File: src/sv/b64d_pkg.sv
// package for the base64 decoder: word types, status codes and symbol table
`default_nettype none

package b64d_pkg;

  localparam int unsigned SymW = 7;
  localparam int unsigned GrpN = 3;

  localparam logic [SymW-1:0] SYM_PAD = 7'd64;
  localparam logic [SymW-1:0] SYM_BAD = 7'd127;

  typedef enum logic {
    KIND_CHAR = 1'b0,
    KIND_END  = 1'b1
  } kind_e;

  typedef enum logic [2:0] {
    ST_OK        = 3'd0,
    ST_BAD_CHAR  = 3'd1,
    ST_BAD_PAD   = 3'd2,
    ST_EARLY_PAD = 3'd3,
    ST_TRUNC     = 3'd4
  } status_e;

  typedef struct packed {
    logic       kind;
    logic [7:0] char_code;
  } in_word_t;

  typedef struct packed {
    logic       is_status;
    logic [7:0] data_byte;
    logic [2:0] status;
    logic       last_of_run;
  } out_word_t;

  // results raised by one input word, up to three
  typedef struct packed {
    logic [1:0]               count;
    out_word_t [GrpN-1:0]     words;
  } grp_t;

  function automatic logic [SymW-1:0] map_char(input logic [7:0] c);
    logic [SymW-1:0] s;
    s = SYM_BAD;
    if (c >= 8'h41 && c <= 8'h5A) begin
      s = SymW'(c - 8'h41);
    end else if (c >= 8'h61 && c <= 8'h7A) begin
      s = SymW'(c - 8'h61 + 8'd26);
    end else if (c >= 8'h30 && c <= 8'h39) begin
      s = SymW'(c - 8'h30 + 8'd52);
    end else if (c == 8'h2B) begin
      s = 7'd62;
    end else if (c == 8'h2F) begin
      s = 7'd63;
    end else if (c == 8'h3D) begin
      s = SYM_PAD;
    end
    return s;
  endfunction

  function automatic logic is_blank(input logic [7:0] c);
    return (c == 8'h20) || (c >= 8'h09 && c <= 8'h0D);
  endfunction

endpackage

`default_nettype wire

File: src/sv/base64_decoder_checked_core.sv
// top level of the streaming base64 decoder with error checking
//
// input channel: in_valid_i / in_stall_o / in_word_i, one word per character
// or an end-of-string mark. output channel: out_valid_o / out_stall_i /
// out_word_o, data bytes and one status word per string.
// an input word is taken into an input register, decoded combinationally into
// a result register, then handed out one output word per cycle while the
// receiver does not stall; each word passes both registers on its way out
// throughput: one input word per cycle while each word raises at most one
// output word and the receiver does not stall; a completed quad raises up to
// three, which the result register hands out one at a time, holding the input meanwhile
// skipped whitespace and the first three symbols of a quad raise nothing
// reset clears the quad position, the error code and both valid flags
// when the receiver stalls, the result register holds and in_stall_o rises
// once the input register is full
`default_nettype none

module base64_decoder_checked_core (
  input  wire logic                clk_i,
  input  wire logic                rst_ni,
  input  wire logic                in_valid_i,
  output logic                     in_stall_o,
  input  wire b64d_pkg::in_word_t  in_word_i,
  output logic                     out_valid_o,
  input  wire logic                out_stall_i,
  output b64d_pkg::out_word_t      out_word_o
);

  logic               in_valid_q, in_valid_d;
  b64d_pkg::in_word_t in_word_q;
  logic               accept;
  logic               step;
  logic               free;
  logic               load;
  b64d_pkg::grp_t     grp;

  always_comb begin
    step       = in_valid_q && free;
    in_stall_o = in_valid_q && !step;
    accept     = in_valid_i && !in_stall_o;
    load       = step && (grp.count != 2'd0);
    in_valid_d = in_valid_q;
    if (accept) begin
      in_valid_d = 1'b1;
    end else if (step) begin
      in_valid_d = 1'b0;
    end
  end

  always_ff @(posedge clk_i or negedge rst_ni) begin
    if (!rst_ni) begin
      in_valid_q <= 1'b0;
    end else begin
      in_valid_q <= in_valid_d;
    end
  end

  always_ff @(posedge clk_i) begin
    if (accept) begin
      in_word_q <= in_word_i;
    end
  end

  b64d_decode u_decode (
    .clk_i  (clk_i),
    .rst_ni (rst_ni),
    .step_i (step),
    .word_i (in_word_q),
    .grp_o  (grp)
  );

  b64d_outq u_outq (
    .clk_i       (clk_i),
    .rst_ni      (rst_ni),
    .load_i      (load),
    .grp_i       (grp),
    .free_o      (free),
    .out_valid_o (out_valid_o),
    .out_stall_i (out_stall_i),
    .out_word_o  (out_word_o)
  );

endmodule

`default_nettype wire

File: src/sv/b64d_decode.sv
// quad state, error tracking and byte assembly for one word
`default_nettype none

module b64d_decode (
  input  wire logic               clk_i,
  input  wire logic               rst_ni,
  input  wire logic               step_i,
  input  wire b64d_pkg::in_word_t word_i,
  output b64d_pkg::grp_t          grp_o
);

  logic [1:0] quad_q, quad_d;
  logic [2:0] err_q, err_d;
  logic [b64d_pkg::SymW-1:0] store_q [b64d_pkg::GrpN];
  logic       wr_en;
  logic [b64d_pkg::SymW-1:0] sym;
  logic [b64d_pkg::SymW-1:0] v0, v1, v2;
  logic [7:0] b0, b1, b2;
  logic [2:0] st;

  always_comb begin
    sym = b64d_pkg::map_char(word_i.char_code);
    v0  = store_q[0];
    v1  = store_q[1];
    v2  = store_q[2];
    b0  = {v0[5:0], v1[5:4]};
    b1  = {v1[3:0], v2[5:2]};
    b2  = {v2[1:0], sym[5:0]};
    st  = err_q;
    if (err_q == 3'(b64d_pkg::ST_OK) && quad_q != 2'd0) begin
      st = 3'(b64d_pkg::ST_TRUNC);
    end
  end

  always_comb begin
    quad_d = quad_q;
    err_d  = err_q;
    wr_en  = 1'b0;
    grp_o  = '0;
    if (word_i.kind == b64d_pkg::KIND_END) begin
      grp_o.count    = 2'd1;
      grp_o.words[0] = '{is_status: 1'b1, data_byte: 8'd0, status: st, last_of_run: 1'b1};
      quad_d         = 2'd0;
      err_d          = 3'(b64d_pkg::ST_OK);
    end else if (err_q == 3'(b64d_pkg::ST_OK) && !b64d_pkg::is_blank(word_i.char_code)) begin
      if (sym == b64d_pkg::SYM_BAD) begin
        err_d = 3'(b64d_pkg::ST_BAD_CHAR);
      end else if (quad_q != 2'd3) begin
        wr_en  = 1'b1;
        quad_d = quad_q + 2'd1;
      end else begin
        quad_d = 2'd0;
        if (v2 == b64d_pkg::SYM_PAD && sym != b64d_pkg::SYM_PAD) begin
          err_d = 3'(b64d_pkg::ST_BAD_PAD);
        end else if (v0 == b64d_pkg::SYM_PAD || v1 == b64d_pkg::SYM_PAD) begin
          err_d = 3'(b64d_pkg::ST_EARLY_PAD);
        end else begin
          grp_o.words[0] = '{is_status: 1'b0, data_byte: b0,
                             status: 3'(b64d_pkg::ST_OK), last_of_run: 1'b0};
          grp_o.words[1] = '{is_status: 1'b0, data_byte: b1,
                             status: 3'(b64d_pkg::ST_OK), last_of_run: 1'b0};
          grp_o.words[2] = '{is_status: 1'b0, data_byte: b2,
                             status: 3'(b64d_pkg::ST_OK), last_of_run: 1'b1};
          if (v2 == b64d_pkg::SYM_PAD) begin
            grp_o.count                = 2'd1;
            grp_o.words[0].last_of_run = 1'b1;
          end else if (sym == b64d_pkg::SYM_PAD) begin
            grp_o.count                = 2'd2;
            grp_o.words[1].last_of_run = 1'b1;
          end else begin
            grp_o.count = 2'd3;
          end
        end
      end
    end
  end

  always_ff @(posedge clk_i or negedge rst_ni) begin
    if (!rst_ni) begin
      quad_q <= 2'd0;
      err_q  <= 3'(b64d_pkg::ST_OK);
    end else if (step_i) begin
      quad_q <= quad_d;
      err_q  <= err_d;
    end
  end

  // symbol store, written only at the first three places of a quad
  always_ff @(posedge clk_i) begin
    if (step_i && wr_en) begin
      case (quad_q)
        2'd0:    store_q[0] <= sym;
        2'd1:    store_q[1] <= sym;
        2'd2:    store_q[2] <= sym;
        default: ;
      endcase
    end
  end

endmodule

`default_nettype wire

File: src/sv/b64d_outq.sv
// result register that hands out a group of up to three words one at a time
`default_nettype none

module b64d_outq (
  input  wire logic            clk_i,
  input  wire logic            rst_ni,
  input  wire logic            load_i,
  input  wire b64d_pkg::grp_t  grp_i,
  output logic                 free_o,
  output logic                 out_valid_o,
  input  wire logic            out_stall_i,
  output b64d_pkg::out_word_t  out_word_o
);

  logic                 valid_q, valid_d;
  logic [1:0]           cnt_q, cnt_d;
  logic [1:0]           idx_q, idx_d;
  b64d_pkg::out_word_t [b64d_pkg::GrpN-1:0] words_q;
  logic                 pop;
  logic                 last_pop;

  always_comb begin
    pop      = valid_q && !out_stall_i;
    last_pop = pop && (idx_q == cnt_q - 2'd1);
    free_o   = !valid_q || last_pop;
  end

  always_comb begin
    valid_d = valid_q;
    cnt_d   = cnt_q;
    idx_d   = idx_q;
    if (load_i) begin
      valid_d = 1'b1;
      cnt_d   = grp_i.count;
      idx_d   = 2'd0;
    end else if (last_pop) begin
      valid_d = 1'b0;
    end else if (pop) begin
      idx_d = idx_q + 2'd1;
    end
  end

  always_comb begin
    case (idx_q)
      2'd0:    out_word_o = words_q[0];
      2'd1:    out_word_o = words_q[1];
      2'd2:    out_word_o = words_q[2];
      default: out_word_o = words_q[0];
    endcase
    out_valid_o = valid_q;
  end

  always_ff @(posedge clk_i or negedge rst_ni) begin
    if (!rst_ni) begin
      valid_q <= 1'b0;
      cnt_q   <= 2'd0;
      idx_q   <= 2'd0;
    end else begin
      valid_q <= valid_d;
      cnt_q   <= cnt_d;
      idx_q   <= idx_d;
    end
  end

  always_ff @(posedge clk_i) begin
    if (load_i) begin
      words_q <= grp_i.words;
    end
  end

endmodule

`default_nettype wire

File: config.mk
export PLATFORM = sky130hd
export DESIGN_NAME = base64_decoder_checked_core
export DESIGN_NICKNAME = d
export VERILOG_FILES = /design/src/sv/b64d_pkg.sv /design/src/sv/base64_decoder_checked_core.sv /design/src/sv/b64d_decode.sv /design/src/sv/b64d_outq.sv
export SDC_FILE = /design/constraint.sdc
export NUM_CORES = 1
export LEC_CHECK = 0
export ABC_AREA = 1
export BUFFER_PORTS_ARGS = -buffer_cell sky130_fd_sc_hd__buf_2
export CELL_PAD_IN_SITES_DETAIL_PLACEMENT = 0
export CELL_PAD_IN_SITES_GLOBAL_PLACEMENT = 1
export CORE_UTILIZATION = 47
export CTS_CLUSTER_SIZE = 8
export DETAILED_ROUTE_END_ITERATION = 12
export PLACE_DENSITY_LB_ADDON = 0.1
export SYNTH_ARGS = -nofsm -noshare
export SYNTH_HDL_FRONTEND = slang
export SYNTH_SLANG_ARGS = --single-unit
File: constraint.sdc
create_clock -name clk_i -period 4.3 [get_ports clk_i]
set_clock_uncertainty 0.05 [all_clocks]
set_input_delay 0.215 -clock clk_i [delete_from_list [all_inputs] [get_ports clk_i]]
set_output_delay 0.215 -clock clk_i [all_outputs]
set_load 0.02 [all_outputs]
## After elaboration in Yosys (flattened, before gate mapping)

Memory sizes are Yosys's and may differ from the RTL's.
Index checks and enable logic that the tools add are counted.

- Register bits after elaboration: 59
- RAM bits: 21
- Input bits: 13
- Output and inout port bits: 15
- Logic and storage cells: 152
- Memories: 1

Memories:

| name | words | width | read ports | clocked after Yosys merged registers in | wr ports | line | text |
|---|---|---|---|---|---|---|---|
| u_decode.store_q | 3 | 7 | 3 | 0 | 1 | b64d_decode.sv:14 | `logic [b64d_pkg::SymW-1:0] store_q [b64d_pkg::GrpN];` |

- Add/sub/neg operators: 8
- Order comparisons: 8
- Equality and inequality tests: 19
- Mux-type cells: 56
- Bitwise gates (word level): 1
- Reduce and logical (&&, ||, !) cells: 39

Operators by type and width:

| kind | count |
|---|---|
| 41-bit 2-to-1 mux | 5 |
| 7-bit 2-to-1 mux | 7 |
| 7-bit == test (second input constant) | 5 |
| 8-bit by 6-bit == test with 1-bit output (second input constant) | 4 |
| 13-bit one-hot mux with 2 select lines | 1 |
| 1-bit 2-to-1 mux | 23 |
| 2-bit 2-to-1 mux | 11 |
| 3-bit 2-to-1 mux | 7 |
| 7-bit OR reduction | 3 |
| 8-bit by 7-bit greater-or-equal comparator with 1-bit output (second input constant) | 2 |
| 8-bit by 7-bit less-or-equal comparator with 1-bit output (second input constant) | 2 |
| 1-bit logical AND | 14 |
| 7-bit subtractor (second input constant) | 2 |
| 2-bit nonzero test | 6 |
| 8-bit by 4-bit greater-or-equal comparator with 1-bit output (second input constant) | 1 |
| 8-bit by 6-bit greater-or-equal comparator with 1-bit output (second input constant) | 1 |
| 8-bit by 4-bit less-or-equal comparator with 1-bit output (second input constant) | 1 |
| 8-bit by 6-bit less-or-equal comparator with 1-bit output (second input constant) | 1 |
| 7-bit by 5-bit adder with 7-bit output (second input constant) | 1 |
| 7-bit by 6-bit adder with 7-bit output (second input constant) | 1 |
| 7-bit inequality test (second input constant) | 1 |
| 7-bit by 6-bit subtractor with 7-bit output (second input constant) | 1 |
| 6-bit 2-to-1 mux | 1 |
| 2-bit inequality test (second input constant) | 3 |
| other kinds (18) | 27 |

## Depth between registers and ports, before layout

Gate-level depths: netlist of the first run.

- Word-level depth: 20
- Mapped depth: 21
- Depth with buffers taken out: 21

## By module

A second synthesis of the first run with hierarchy kept.

- Cells, all modules: 466
- Area total of the unflattened synthesis: 4,349.2 sq um

By module, submodules not included:

| module | instances | cells each | area an instance (sq um) | sequential area each (sq um) |
|---|---|---|---|---|
| b64d_decode | 1 | 314 | 2,280.9 | 730.7 |
| b64d_outq | 1 | 132 | 1,732.9 | 1,296.2 |
| base64_decoder_checked_core | 1 | 20 | 335.3 | 295.3 |

## Worst setup path after synthesis of the first run

Ideal clock, no wire load.

- Kind: reg-to-reg
- Start: register in_word_q[3] (netlist name)
- End: register u_outq.words_q[0] (netlist name) (enable)
- Setup time: 0.388 ns
- Arrival time: 2.878 ns
- Data required time: 3.862 ns
- Slack: 0.983 ns
- Cell stages (with the launch flop): 19
- Buffers on the path: 0
- Period minus slack after synthesis: 3.317 ns
- Path through: edfxtp_1 > inv_1 > ha_1 > nand2_1 > nor2_2 > a21oi_2 > nand2_2 > inv_2 > o21ai_0 > nand2_2 > inv_2 > nand2_1 > nor2_2 > nand2_2 > a21oi_4 > nand2_1 > nand2_1 > nand2_1 > nand2_1

- Longest elaborated chain between the ends: 18
- Elaborated cells between the ends (all ways): 44
- Those cells by class: add/sub (5); order compare (8); eq/ne (7); mux (14); reduce/logical (10)

Ends and longest elaborated chain:

| what | line | text |
|---|---|---|
| start: declaration | base64_decoder_checked_core.sv:30 | `b64d_pkg::in_word_t in_word_q;` |
| start signal: assignment | base64_decoder_checked_core.sv:60 | `in_word_q <= in_word_i;` |
| branches (longest 6 deep; another with 7-bit by 6-bit subtractor with 7-bit output) | n/a |  |
| 7-bit 2-to-1 mux * | b64d_pkg.sv:46 | `if (c >= 8'h41 && c <= 8'h5A) begin` |
| named net u_decode.sym, one bit | b64d_decode.sv:16 | `logic [b64d_pkg::SymW-1:0] sym;` |
| 7-bit == test | b64d_decode.sv:67 | `end else if (sym == b64d_pkg::SYM_PAD) begin` |
| 1-bit 2-to-1 mux | b64d_decode.sv:67 |  |
| 2-bit 2-to-1 mux | b64d_decode.sv:64 | `if (v2 == b64d_pkg::SYM_PAD) begin` |
| 41-bit 2-to-1 mux | b64d_decode.sv:55 | `end else if (v0 == b64d_pkg::SYM_PAD \|\| v1 == b64d_pkg::SYM_PAD) begin` |
| 41-bit 2-to-1 mux | b64d_decode.sv:53 | `if (v2 == b64d_pkg::SYM_PAD && sym != b64d_pkg::SYM_PAD) begin` |
| 41-bit 2-to-1 mux | b64d_decode.sv:48 | `end else if (quad_q != 2'd3) begin` |
| 41-bit 2-to-1 mux * | b64d_decode.sv:46 | `if (sym == b64d_pkg::SYM_BAD) begin` |
| 41-bit 2-to-1 mux * | b64d_decode.sv:45 | `end else if (err_q == 3'(b64d_pkg::ST_OK) && !b64d_pkg::is_blank(word_i.char_code)) begin` |
| 2-bit 2-to-1 mux * | b64d_decode.sv:40 | `if (word_i.kind == b64d_pkg::KIND_END) begin` |
| 2-bit nonzero test * | base64_decoder_checked_core.sv:41 | `load = step && (grp.count != 2'd0);` |
| 1-bit logical AND * | base64_decoder_checked_core.sv:41 |  |
| named net load | base64_decoder_checked_core.sv:34 | `logic load;` |
| end signal: assignment | b64d_outq.sv:67 | `words_q <= grp_i.words;` |
| end: declaration | b64d_outq.sv:18 | `b64d_pkg::out_word_t [b64d_pkg::GrpN-1:0] words_q;` |

Mark *: on every way through the listed nets, which the timed path passes.
A chain may end at the register's enable or synchronous reset.

## Final worst setup path of the first run

- Start: register in_word_q[2] (netlist name)
- End: register u_outq.words_q[20] (netlist name) (enable)

The elaborated chain is that of the path after synthesis.

==> metrics.yaml, run 1 <==
grt-ovfl-total: 0
synthArstFlopShare_pct: 14.08
synth_area_um2: 3794
ios: 28
drc: 0
die-area_um2: 8435
status: "completed"
ys.warnings.count: 0
hold_viol: 0
clk_path_buf_depth: 2
rsz0062_at_grt: "false"
grt_pass1_wl_um: 13050
path_clk_slew_ns: 0.07
io_buffer_count: 27
cp_max_fo: 31
worst_pin_slew_ns: 0.6269
post_drt_wl_per_cell_um: 13.78
maxSlewHeadroom_pct: 58.05
num-nets-final: 477
synth_ff_type: "edfxtp_1"
postRouteAntennaNets: 0
die_h_um: 91.84
cts.sinks: 71
cts-buffers-inserted: 9
drv_slew: 0
cts_resized: 0
drv_cap: 0
ys_seq_area_share_pct: 54.88
syn_nets: 432
grt_max_degree: 32
gp_congestion: 0.9149
drive_gt1_share_pct: 21.10
synth_edf_count: 61
antenna_found_initial: 0
n_antenna_cell: 0
dp.cells: 531
worstHoldPathType: "in -> reg"
pre_cts_slack_ns: 0.8257
critPathArrivalTime_ns: 3.40
ys_ff_latch: 71
grt_pass1_vias: 2761
setup_viol: 0
routed_wl_um: 7677
cts_tree: "built"
post-cts-setup-buffer-count: 0
fill_cells: 725
avgViaCountPerCell: 4.838
fin_cells: 557
hpwl_um: 5824
setup_ws_ns: 0.8503
syn-instance-count: 405
placementRows: 32
insertion_delay_ns: 0.34
area_growth_pct: 14.31
fin_crit_ns: 3.450
cts-hold-fix-buffers: 10
start_util_pct: 48.84
dr_total_vias: 2695
pwr_density_cell_nw_per_um2: 589.6
fp.dieW_um: 91.84
drtPass1Iterations: 4
core-area_um2: 7767
peakVddDrop_mv: 0.2305
fmax_mhz: 289.9
root_buffer: "clkbuf_8"
tns_ns: 0
cp-start-kind: "register"
track_usage_pct: 20.22
leakage_nw: 1.901
htree_levels: 3
required_ns: 4.25
yosys.cell_types.count: 34
fin_crit_sh_pct: 80.23
synth.avg_cell_area_um2: 9.367
drt_iter0_drc: 120
path_class: "reg -> reg"
cp-end-kind: "register"
[critical path, stage by stage (launching register included)]
cell      delay, ns
edfxtp_1       0.52
inv_1          0.20
ha_1           0.22
nand2_1        0.10
nor2_2         0.20
a21oi_2        0.09
nand2_2        0.17
inv_2          0.07
o21ai_0        0.10
nand2_2        0.15
inv_2          0.11
nand2_1        0.08
nor2_2         0.09
nand2_2        0.09
a21oi_4        0.18
nand2_1        0.09
nand2_1        0.06
nand2_1        0.10
nand2_1        0.09
buf_4          0.34
[metrics by stage]
| step | total power (W) | cell area, um^2 | utilization (%) | hold slack [ns] |
|---|---|---|---|---|
| 2_1_floorplan | 0.001733 | 3794 | - | -0.1306 |
| 3_3_place_gp | 0.002034 | 4038 | 51.98 | 0.03373 |
| 3_5_place_dp | 0.002041 | 4038 | 51.98 | 0.03651 |
| 4_1_cts | 0.002579 | 4337 | 55.83 | 0.03228 |
| 5_1_grt | 0.002745 | 4337 | 55.83 | 0.04144 |
| 6_report | 0.002557 | 4337 | 55.83 | 0.03972 |
[sequential cells by signal (all words and copies together) (netlist names)]
signal and cells:
u_outq.words_q 31, u_decode.store_q 21, in_word_q 9, u_decode.err_q 2, u_decode.quad_q 2, u_outq.cnt_q 2
u_outq.idx_q 2, in_valid_q 1, u_outq.out_valid_o 1
[power by group]
group | internal [W] | leakage (nW) | switching [W]
Clock | 0.000284 | 0.103 | 0.000252
Combinational | 0.000299 | 1.11 | 0.000709
Sequential | 0.000941 | 0.688 | 0.0000712
[worst paths after layout]
path	start	end	slack, ns	cells after the start
worst max register to register	in_word_q[2]	u_outq.words_q[20]	0.85	19
worst max-delay path	in_word_q[2]	u_outq.words_q[20]	0.85	19
worst min-delay path	in_valid_i	in_valid_q	0.04	3
max in group asynchronous	rst_ni	u_decode.err_q[1]	3.79	2
worst min register to register	u_outq.cnt_q[1]	u_outq.cnt_q[1]	0.47	2
min in group asynchronous	rst_ni	u_outq.out_valid_o	0.22	2
[Yosys cell counts (3+ instances only)]
cell / instances / area share (%)
inv_2: 8 / 0.79
inv_1: 55 / 5.4
xor2_1: 5 / 1.2
edfxtp_1: 61 / 48
nand3_2: 3 / 0.79
nor2_1: 45 / 4.5
nand2_1: 73 / 7.2
nand4_1: 7 / 1.2
a21oi_1: 24 / 3.2
clkbuf_1: 3 / 0.30
nor2_2: 22 / 3.6
o21ai_0: 9 / 1.2
nor3_1: 4 / 0.53
nand2_2: 11 / 1.8
o21ai_1: 3 / 0.40
dfrtp_1: 10 / 6.6
nand3_1: 27 / 3.6
ha_1: 14 / 4.6
[layer usage]
metal / GRT usage [%] / share of wire, % / wire, um / vias to the layer above
met3: 4.312 / 3.2 / 246 / 15
met5: 0 / 0 / 0 / -
li1: - / - / - / 1414
met2: 34.08 / 48 / 3665 / 52
met4: 7.292 / 2.5 / 189 / 0
met1: 25.64 / 47 / 3576 / 1214
[cell families (layout without fill, tap and decap cells)]
family	count (synthesis)	count (layout)	synth area share (%)
AO/OA/AOI/OAI	44	44	6.827
adder cells (fa/ha/maj)	14	14	4.617
buffers and inverters	71	121	7.454
AND/OR/NAND/NOR	198	198	24.60
XOR/XNOR	7	7	1.616
flip-flops	71	71	54.88
[area by class of cell]
type / instances / area, um^2 / share of cell area [%]
Multi-Input combinational cell: 263 / 1429 / 32.95
Timing Repair Buffer: 39 / 250.2 / 5.770
Sequential cell: 71 / 2082 / 48.01
Clock buffer: 11 / 141.4 / 3.260
Clock inverter: 5 / 57.56 / 1.327
Inverter: 66 / 249.0 / 5.741
Tap cell: 102 / 127.6 / 2.943
[layout by cell type, fill, tap and decap left out, types with 2 or more instances in the layout]
master         instances
nand3_1               27
nand2_2               11
xor2_1                 5
dfrtp_1               10
a21oi_4                2
ha_1                  14
inv_2                  8
clkinv_2               3
nor2_2                22
xnor2_1                2
clkbuf_8              10
nand2_1               73
dlygate4sd3_1         10
a21oi_2                2
edfxtp_1              61
nor2_1                45
nand4_1                7
o21ai_0                9
a21oi_1               24
o21ai_1                3
nor3_1                 4
buf_2                 27
buf_4                  2
nand3_2                3
inv_1                 55
clkinv_1               2
clkinv_4               2
Note: power is estimated with default switching activity, not from simulation.
==> run 2, diff against run 1 <==
--- a/config.mk
+++ b/config.mk
@@ -5,11 +5,11 @@
 export SDC_FILE = /design/constraint.sdc
 export NUM_CORES = 1
 export LEC_CHECK = 0
-export ABC_AREA = 1
+export ABC_AREA = 0
 export BUFFER_PORTS_ARGS = -buffer_cell sky130_fd_sc_hd__buf_2
 export CELL_PAD_IN_SITES_DETAIL_PLACEMENT = 0
 export CELL_PAD_IN_SITES_GLOBAL_PLACEMENT = 1
-export CORE_UTILIZATION = 47
+export CORE_UTILIZATION = 49
 export CTS_CLUSTER_SIZE = 8
 export DETAILED_ROUTE_END_ITERATION = 12
 export PLACE_DENSITY_LB_ADDON = 0.1
==> constraint.sdc (replaced) <==
create_clock -name clk_i -period 3.29 [get_ports clk_i]
set_clock_uncertainty 0.05 [all_clocks]
set_input_delay 0.1645 -clock clk_i [delete_from_list [all_inputs] [get_ports clk_i]]
set_output_delay 0.1645 -clock clk_i [all_outputs]
set_load 0.02 [all_outputs]
==> run 2 against run 1 <==
Effect of this change: final area grew 3.6%; global-route usage increased by 1.1 points; fmax grew 14%; worst hold slack improved by 0.11 ns; total power up 41%; sequential power grew 34%; clock power is 49% higher; critical path depth is 6 lower; core utilization rose by 8.5 points; count of clock-buffer cells in the layout shrank 2; largest cell class unchanged.
==> metrics.yaml, run 2 <==
num-nets-final: 404
drc: 0
drive_gt1_share_pct: 27.49
synth_edf_count: 61
antenna_found_initial: 0
largest_register_ffs: 31
synth_ff_type: "edfxtp_1"
maxSlewHeadroom_pct: 55.09
synth_fa_ha_area_share_pct: 4.829
routed_wl_um: 7543
start_util_pct: 51.95
fin_crit_sh_pct: 92.09
avgViaCountPerCell: 5.272
track_usage_pct: 21.29
insertion_delay_ns: 0.35
drv_slew: 0
ys.warnings.count: 0
synthMuxAreaShare_pct: 0.8624
drtPass1Iterations: 4
dr_total_vias: 2520
fp.dieW_um: 88.04
worst_pin_slew_ns: 0.6736
fin_total_pwr_w: 0.003607
cp-start-kind: "register"
path_clk_slew_ns: 0.09
cts-buffers-inserted: 9
r2r_setup_slack_ns: 0.26
cp-end-kind: "register"
path_class: "reg -> reg"
layout_commonest_cell: "edfxtp_1"
post_drt_wl_per_cell_um: 15.78
synth_top_family_by_area: "simple AND/OR/NAND/NOR gates"
status: "completed"
r2r-end: "u_decode.store_q[0][1]"
pwr_density_cell_nw_per_um2: 802.6
ys_seq_area_share_pct: 57.40
placementRows: 30
grt-ovfl-total: 0
synth.top_cell.area_share_pct: 50.50
r2r-start: "in_word_q[3]"
grt_max_degree: 24
grt_pass1_wl_um: 11960
cts.sinks: 71
synth-xor-area-share_pct: 1.449
synth-compound-area-share_pct: 14.80
required_ns: 3.33
post-cts-setup-buffer-count: 0
area_growth_pct: 23.90
synth_most_common_cell: "edfxtp_1"
synth_common_cells: "edfxtp_1, and2_1, o21ai_0, inv_1"
htree_levels: 3
peakVddDrop_mv: 0.5321
synth.avg_cell_area_um2: 12.09
hpwl_um: 5447
drv_cap: 0
fin_crit_ns: 3.030
grt_pass1_vias: 2494
io_buffer_count: 27
crit_start: "in_word_q[3]"
reg2reg_depth: 13
setup_viol: 0
core-area_um2: 6982
cts_tree: "built"
cp_max_fo: 7
final_cell_mix: "edfxtp_1, buf_4, and2_1, buf_2, o21ai_0"
root_buffer: "clkbuf_8"
synthSimpleGateAreaFrac_pct: 16.94
ys_top_cells_by_area: "edfxtp_1, dfrtp_1, and2_1, ha_1, o21ai_0"
leakage_nw: 1.780
regMostFlops: "u_outq.words_q"
critPathArrivalTime_ns: 3.07
n_antenna_cell: 0
yosys.cell_types.count: 60
synthArstFlopShare_pct: 14.08
reg.largest.list: "u_outq.words_q (31), u_decode.store_q (21), in_word_q (9)"
drt_iter0_drc: 90
clk_path_buf_depth: 2
die-area_um2: 7750
gp_congestion: 0.8146
synth_area_um2: 3627
synth_top_area_cell: "edfxtp_1"
cp-endpoint: "u_decode.store_q[0][1]"
fmax_mhz: 330.0
rsz0062_at_grt: "false"
tns_ns: 0
ys_ff_latch: 71
syn_nets: 327
ios: 28
die_h_um: 88.04
hold_viol: 0
syn-instance-count: 300
postRouteAntennaNets: 0
worstHoldPathType: "in -> async"
==> run 2: cell type report <==
cell class                      instances  area, um^2
Fill cell                             565        2487
Clock buffer                            9       123.9
Timing Repair Buffer                   77       550.5
Tap cell                               96       120.1
Clock inverter                          7       105.1
Inverter                               19       71.32
Multi-Input combinational cell        199        1441
Sequential cell                        71        2082
==> run 2: kinds of logic after synthesis <==
family	count (synthesis)
mux	3
flops	71
xor+xnor	6
compound gates	72
buf+inv	31
fa+ha+maj	14
simple gates	103
==> run 2: report_power, final <==
part / internal (W) / switching [W] / total (W) / leakage [nW]
Combinational: 0.000568 / 0.000892 / 0.00146 / 0.982
Sequential: 0.00123 / 0.000114 / 0.00135 / 0.686
Clock: 0.000437 / 0.000362 / 0.000799 / 0.112
==> run 2: worst min-delay path by stage <==
| stage | start | to | slack [ns] | cells past startpoint |
|---|---|---|---|---|
| 6_report | rst_ni | u_outq.out_valid_o | 0.15 | 2 |
| 5_1_grt | rst_ni | in_valid_q | 0.17 | 2 |
| 4_1_cts | rst_ni | in_valid_q | 0.13 | 2 |
| 3_5_place_dp | rst_ni | u_outq.out_valid_o | -0.01 | 1 |
| 3_3_place_gp | rst_ni | u_outq.out_valid_o | -0.01 | 1 |
| 2_1_floorplan | rst_ni | in_valid_q | -0.18 | 0 |
==> run 2: worst max-delay path: stages (launching register included) <==
cell      delay [ns]
edfxtp_1        0.48
inv_1           0.12
ha_1            0.21
nand2_2         0.08
o311a_4         0.33
buf_12          0.13
nand2_2         0.08
o21ai_1         0.10
buf_4           0.16
nor3_2          0.26
buf_4           0.18
a21boi_1        0.09
and3b_1         0.21
and2_2          0.27
==> run 2: stage by stage <==
step / hold WS, ns / utilization (%) / setup WS (ns) / instance area [um^2] / instances
5_1_grt: 0.1694 / 64.37 / 0.04452 / 4494 / 478
4_1_cts: 0.1335 / 64.19 / 0.07120 / 4482 / 478
3_3_place_gp: -0.01360 / 59.18 / 0.08388 / 4131 / 450
3_5_place_dp: -0.01463 / 59.18 / 0.008700 / 4131 / 450
6_report: 0.1474 / 64.37 / 0.2601 / 4494 / 478
2_1_floorplan: -0.1811 / - / 0.02981 / 3635 / 300
==> run 2: layer usage <==
metal  global-route usage (%)  wire length, um  up-vias
li1                         -                -     1270
met1                    27.22             3492     1195
met2                    36.08             3747       45
met3                    3.393              206       10
met4                    8.944               96        0
met5                        0                0        -
==> run 2: what timing repair did <==
action	4_1_cts	5_1_grt
resized for setup	1	6
pin swaps	1	0
endpoints found under the setup margin	31	53
hold buffers	11	0
gates cloned	1	0
endpoints found under the hold margin	20	0
